### config.mk
export PLATFORM = sky130hd
export DESIGN_NAME = ectl_isqrt
export DESIGN_NICKNAME = d
export VERILOG_FILES = /design/src/hdl/ectl_pkg.sv /design/src/hdl/ectl_isqrt.sv
export SDC_FILE = /design/constraint.sdc
export NUM_CORES = 2
export LEC_CHECK = 0
export BUFFER_PORTS_ARGS = -buffer_cell sky130_fd_sc_hd__clkbuf_2
export CORE_MARGIN = 2
export CORE_UTILIZATION = 58
export CTS_CLUSTER_DIAMETER = 50
export CTS_CLUSTER_SIZE = 40
export DETAILED_ROUTE_END_ITERATION = 7
export PLACE_DENSITY = 0.85
export REMOVE_ABC_BUFFERS = 1
export SLEW_MARGIN = 20
export SYNTH_ARGS = -nofsm -noshare
export SYNTH_HDL_FRONTEND = slang
export SYNTH_SLANG_ARGS = --single-unit
### constraint.sdc
create_clock -name clk -period 3.7 [get_ports clk]
set_input_delay 0.74 -clock clk [delete_from_list [all_inputs] [get_ports clk]]
set_output_delay 0.74 -clock clk [all_outputs]
set_load 0.02 [all_outputs]
### src/hdl/ectl_pkg.sv
// Shared constants, types and helper functions for the exponential cohesive traction pipeline.
// No dependencies; every module of the block imports this package.
package ectl_pkg;

	localparam int SQRT_STEPS = 32;
	localparam int DIV_STEPS  = 55;
	localparam int TAY_TERMS  = 20;
	localparam int POW_STEPS  = 17;
	localparam int EXP_LIMIT  = 18;

	localparam logic [24:0] ONE_Q24  = 25'd16777216;
	localparam logic [30:0] ONE_Q30  = 31'd1073741824;
	localparam logic [62:0] SUM_CAP  = 63'd4611686018427387904;
	localparam logic [55:0] PREF_CAP = 56'd36028797018963968;
	localparam logic [31:0] MAX31    = 32'd2147483647;
	localparam logic [31:0] MIN_MAG  = 32'h8000_0000;

	typedef enum logic [2:0] {
		CFG_FRACTURE_ENERGY   = 3'd0,
		CFG_SOFTENING_LENGTH  = 3'd1,
		CFG_TANGENTIAL_WEIGHT = 3'd2,
		CFG_IRREVERSIBLE_MODE = 3'd3,
		CFG_NORM_REGULARIZER  = 3'd4
	} cfg_index_t;

	// Per-item data that travels down the whole pipeline.
	typedef struct packed {
		logic signed [31:0] n;
		logic signed [31:0] ta;
		logic signed [31:0] tb;
		logic [30:0]        om;
		logic [30:0]        h;
		logic [31:0]        sb;
		logic [29:0]        f;
		logic [4:0]         ipow;
		logic               big;
		logic [24:0]        damage;
		logic               sat;
	} carry_t;

	// floor(2^32 / k), an underestimate of the reciprocal for the Taylor divides.
	localparam logic [32:0] RECIP [1:20] = '{
		33'd4294967296, 33'd2147483648, 33'd1431655765, 33'd1073741824, 33'd858993459,
		33'd715827882,  33'd613566756,  33'd536870912,  33'd477218588,  33'd429496729,
		33'd390451572,  33'd357913941,  33'd330382099,  33'd306783378,  33'd286331153,
		33'd268435456,  33'd252645135,  33'd238609294,  33'd226050910,  33'd214748364
	};

	// exp(-1) in Q2.30 as the same truncating 20-term series evaluates it.
	localparam logic [30:0] E1_Q30 = 31'd395007543;

	function automatic logic [31:0] abs32(input logic signed [31:0] v);
		return v[31] ? 32'(-v) : 32'(v);
	endfunction

	// Finish sign(v) * floor(|v|*q / 2^24) from the two partial products.
	function automatic logic [31:0] scale_fin(input logic [55:0] hi, input logic [63:0] lo,
			input logic neg);
		logic [62:0] r;
		logic [31:0] m;
		r = 63'({hi[53:0], 8'b0}) + 63'(lo[63:24]);
		if (hi >= 56'(64'd1 << 54))
			m = MIN_MAG;
		else if (r > 63'(MIN_MAG))
			m = MIN_MAG;
		else
			m = r[31:0];
		if (neg)
			return 32'(-m);
		return (m > MAX31) ? MAX31 : m;
	endfunction

endpackage

### src/hdl/ectl_isqrt.sv
// Pipelined 64-bit integer square root, one result bit per register stage.
// Depends on ectl_pkg for the step count.
module ectl_isqrt import ectl_pkg::*; (
	input  logic        clk,
	input  logic        en,
	input  logic [63:0] rad,
	output logic [31:0] root
);

	logic [63:0] v_s [0:SQRT_STEPS-1];
	logic [63:0] r_s [0:SQRT_STEPS-1];
	logic [63:0] vn_c [0:SQRT_STEPS-1];
	logic [63:0] rn_c [0:SQRT_STEPS-1];

	always_comb begin
		logic [63:0] vi, ri, bt, tr;
		for (int k = 0; k < SQRT_STEPS; k++) begin
			vi = (k == 0) ? rad : v_s[(k == 0) ? 0 : k-1];
			ri = (k == 0) ? 64'd0 : r_s[(k == 0) ? 0 : k-1];
			bt = 64'd1 << (62 - 2*k);
			tr = ri + bt;
			if (vi >= tr) begin
				vn_c[k] = vi - tr;
				rn_c[k] = (ri >> 1) + bt;
			end else begin
				vn_c[k] = vi;
				rn_c[k] = ri >> 1;
			end
		end
	end

	always_ff @(posedge clk) begin
		if (en) begin
			for (int k = 0; k < SQRT_STEPS; k++) begin
				v_s[k] <= vn_c[k];
				r_s[k] <= rn_c[k];
			end
		end
	end

	assign root = r_s[SQRT_STEPS-1][31:0];

endmodule

==> run_summary.xml <==
<?xml version="1.0" encoding="UTF-8"?>
<metrics>
  <group name="power">
    <metric name="switching_share" unit="%">32.1</metric>
    <metric name="power.clock.fraction" unit="%">29.2</metric>
    <metric name="cellInternalPower" unit="mW">57.7</metric>
    <metric name="power.switching" unit="mW">27.3</metric>
    <metric name="power-per-cell-area" unit="nW/um2">615</metric>
    <metric name="seq_power_share" unit="%">46.3</metric>
    <metric name="leakage" unit="nW">53.0</metric>
    <metric name="power.ir.vdd_worst" unit="mV">0.748</metric>
    <metric name="comb_power_share" unit="%">24.6</metric>
  </group>
  <group name="die">
    <metric name="placementRows" unit="">167</metric>
    <metric name="die-height" unit="um">459</metric>
    <metric name="io_pins" unit="">98</metric>
    <metric name="floorplan.initialDensity" unit="%">58.2</metric>
    <metric name="fp.coreArea" unit="um2">206000</metric>
    <metric name="dieWidth" unit="um">459</metric>
    <metric name="die-area" unit="um2">211000</metric>
  </group>
  <group name="clock_tree">
    <metric name="cts_max_level" unit="">4</metric>
    <metric name="tritoncts" unit="">yes</metric>
    <metric name="numClockSinks" unit="">2512</metric>
    <metric name="clock_latency" unit="ps">930</metric>
    <metric name="cts-root-to-sink-buffers" unit="">3</metric>
    <metric name="ctsRootBufferMaster" unit="">sky130_fd_sc_hd__clkbuf_16</metric>
    <metric name="tritoncts.num_buffers" unit="">212</metric>
    <metric name="clkSlewWorstSetupHoldPaths" unit="ps">90</metric>
  </group>
  <group name="yosys">
    <metric name="ys_top_cells_by_area" unit="">sky130_fd_sc_hd__edfxtp_1, sky130_fd_sc_hd__ha_1, sky130_fd_sc_hd__xor2_1</metric>
    <metric name="synth_seq_area_share" unit="%">62.8</metric>
    <metric name="synthCells" unit="">9590</metric>
    <metric name="synth_enable_flop_cells" unit="">2512</metric>
    <metric name="ys_warn_count" unit="">0</metric>
    <metric name="yosysUniqueCellTypes" unit="">87</metric>
    <metric name="avgSynthCellArea" unit="um2">12.5</metric>
    <metric name="synth_top_cell_by_area" unit="">sky130_fd_sc_hd__edfxtp_1</metric>
    <metric name="netlist_area" unit="um2">120000</metric>
    <metric name="yosysTopAreaCellShare" unit="%">62.8</metric>
    <metric name="ys.flop_type" unit="">sky130_fd_sc_hd__edfxtp_1</metric>
    <metric name="synth_async_sr_flop_share" unit="%">0</metric>
    <metric name="yosysMostFrequentCell" unit="">sky130_fd_sc_hd__edfxtp_1</metric>
    <metric name="synth.top_cells.by_count" unit="">sky130_fd_sc_hd__edfxtp_1, sky130_fd_sc_hd__inv_1, sky130_fd_sc_hd__nor2_1, sky130_fd_sc_hd__nand2_1, sky130_fd_sc_hd__a21oi_1</metric>
    <metric name="ys_seq_elements" unit="">2512</metric>
  </group>
  <group name="timing">
    <metric name="period_minus_slack" unit="ps">3640</metric>
    <metric name="worst_slew_margin" unit="%">25.7</metric>
    <metric name="timing.fmax" unit="GHz">0.274</metric>
    <metric name="fin_setup_tns" unit="ps">0</metric>
    <metric name="final_max_slew_viol_count" unit="">0</metric>
    <metric name="setup_viol_count_final" unit="">0</metric>
    <metric name="hold_slack" unit="ps">51.8</metric>
    <metric name="hold_viol" unit="">0</metric>
    <metric name="final.setup_skew" unit="ps">90.7</metric>
    <metric name="fin_crit_sh" unit="%">98.5</metric>
    <metric name="rsz_0062_raised_after_global_routing" unit="">yes</metric>
    <metric name="worst_slew_pin_slew" unit="ps">1100</metric>
  </group>
  <group name="worst_setup_path">
    <metric name="required" unit="ps">4340</metric>
    <metric name="critical_path_peak_fanout" unit="">4</metric>
    <metric name="cp-end-kind" unit="">register</metric>
    <metric name="worstRegToRegCells" unit="">13</metric>
    <metric name="worst-endpoint-arrival" unit="ps">4290</metric>
    <metric name="cp-start-kind" unit="">register</metric>
    <metric name="critical_path_class" unit="">reg -&gt; reg</metric>
  </group>
  <group name="drt">
    <metric name="detailedRoute.firstIterationViolations" unit="">7879</metric>
    <metric name="firstDrtPassIters" unit="">8</metric>
    <metric name="postRouteAntennaNets" unit="">0</metric>
    <metric name="routed_wirelength" unit="um">318000</metric>
    <metric name="mean_routed_wirelength_per_cell" unit="um">23.9</metric>
    <metric name="routed_via_density" unit="">6.16</metric>
    <metric name="post-route-drc-count" unit="">0</metric>
    <metric name="num_vias" unit="">82100</metric>
  </group>
  <group name="final_layout">
    <metric name="nNetsFinal" unit="">11000</metric>
    <metric name="fill_cells" unit="">13800</metric>
    <metric name="layout-drive-gt1-share" unit="%">13.9</metric>
    <metric name="area_growth" unit="%">15.0</metric>
    <metric name="final_std_cell_area_no_fill" unit="um2">138000</metric>
  </group>
  <group name="run_status">
    <metric name="run_status" unit="">finished clean</metric>
  </group>
  <group name="placed_design">
    <metric name="dp_hpwl" unit="um">233000</metric>
    <metric name="routability_congestion_estimate" unit="">1.03</metric>
    <metric name="portBuffers" unit="">97</metric>
    <metric name="detailed_place.area" unit="um2">128000</metric>
  </group>
  <group name="global_route">
    <metric name="global_route_wire_length_before_repair" unit="um">477000</metric>
    <metric name="grt_start_max_net_pins" unit="">152</metric>
    <metric name="grt.total_usage" unit="%">29.7</metric>
    <metric name="number_of_global_route_vias_before_repair" unit="">82100</metric>
    <metric name="antenna_found_initial" unit="">8</metric>
    <metric name="grt_overflow" unit="">0</metric>
  </group>
  <group name="flow_run">
    <metric name="cap_viol_max_count" unit="">0</metric>
  </group>
  <group name="hold_path">
    <metric name="worst_hold_path_type" unit="">in -&gt; reg</metric>
    <metric name="hold_depth" unit="">1</metric>
  </group>
</metrics>
-- path summary, 6_finish.rpt --
check / from / endpoint / slack, ps
setup / recovery: r_s[1][405]$_DFFE_PP_ / v_s[1][490]$_DFFE_PP_ / 60
setup reg to reg: r_s[1][405]$_DFFE_PP_ / v_s[1][490]$_DFFE_PP_ / 60
hold / removal: rad[36] / v_s[0][36]$_DFFE_PP_ / 50
hold reg to reg: r_s[0][809]$_DFFE_PP_ / r_s[0][872]$_DFFE_PP_ / 400
-- per-layer routing --
layer	wire length, um	track usage (%)
met3	17000	4.33
met1	103000	29.5
met5	48	0
met2	169000	55.3
met4	29400	23.0
-- cell usage in the layout, fill, tap and decap left out, drive strengths merged, types with 15 or more instances in the layout --
cell,n
a211o,19
a211oi,45
a21boi,22
a21o,219
a21oi,616
a31oi,40
and2,21
and3,33
buf,690
bufinv,15
clkbuf,318
clkinv,59
clkinvlp,15
dlygate4sd3,56
edfxtp,2512
ha,558
inv,797
mux2,81
nand2,650
nand2b,110
nand3,143
nand3b,17
nand4,172
nand4b,19
nor2,664
nor2b,75
nor3,285
nor3b,19
nor4,322
nor4b,53
o211ai,38
o21a,89
o21ai,435
o21bai,62
o31ai,53
or2,33
or3,98
or4,68
xnor2,428
xor2,448
-- power groups by stage --
stage	combinational (mW)	clock, mW	sequential (mW)
floorplan	12.7	0	38.3
CTS	20.3	25.0	39.2
finish	20.9	24.8	39.3
detailed placement	19.8	0	39.7
global route	22.7	26.0	39.5
global placement	19.4	0	39.6
-- metrics by stage --
stage	instances	power, mW	util (%)	setup slack (ps)
floorplan	9363	51.1	-	-2020
global placement	12800	59.0	62.2	-439
detailed placement	12800	59.6	62.2	-488
CTS	13300	84.4	66.5	0.944
global route	13300	88.2	66.9	-52.1
finish	13300	84.9	66.9	55.9
-- layout make-up --
type	instances	area, um2	area share, %
Antenna cell	6	15.0	0.0109
Multi-Input combinational cell	6149	42000	30.4
Tap cell	2704	3380	2.45
Clock inverter	183	2550	1.85
Clock buffer	221	5380	3.90
Timing Repair Buffer	843	6710	4.86
Inverter	703	2650	1.92
Sequential cell	2512	75400	54.6
-- critical path, cell delays in order (launching register included) --
cell                       delay, ps
sky130_fd_sc_hd__edfxtp_1        530
sky130_fd_sc_hd__inv_1            80
sky130_fd_sc_hd__ha_1            340
sky130_fd_sc_hd__a21o_1          220
sky130_fd_sc_hd__or3_1           350
sky130_fd_sc_hd__o211ai_1        190
sky130_fd_sc_hd__buf_4           160
sky130_fd_sc_hd__and3_1          200
sky130_fd_sc_hd__o21bai_1         80
sky130_fd_sc_hd__a21o_1          230
sky130_fd_sc_hd__a221oi_2        270
sky130_fd_sc_hd__o31a_1          240
sky130_fd_sc_hd__o21ai_0         110
sky130_fd_sc_hd__xnor2_1         380
-- cell families (layout without fill, tap and decap cells) --
family,after synthesis,after routing,share of synthesized area (%)
muxes,88,88,0.817
adders and majority gates,558,558,5.81
AOI/OAI and AO/OA,1796,1796,9.21
and+or+nand+nor,2830,2831,12.0
other,0,6,0
xor gates and xnor gates,876,876,6.39
buffers and inverters,930,1950,3.01
DFF,2512,2512,62.8
-- flip-flops by register name (all words and copies together) (netlist names) --
name	flops
r_s	528
v_s	1984
-- repair_timing --
| action | 4_1_cts | 5_1_grt |
|---|---|---|
| hold buffers | 56 | 0 |
| endpoints found under the hold margin | 56 | 0 |
| buffers inserted | 20 | 25 |
| gates resized for setup | 49 | 144 |
| pin swaps | 14 | 40 |
| gates cloned | 0 | 2 |
| setup endpoints to repair | 122 | 257 |
Power figures use the tool's default switching activity.
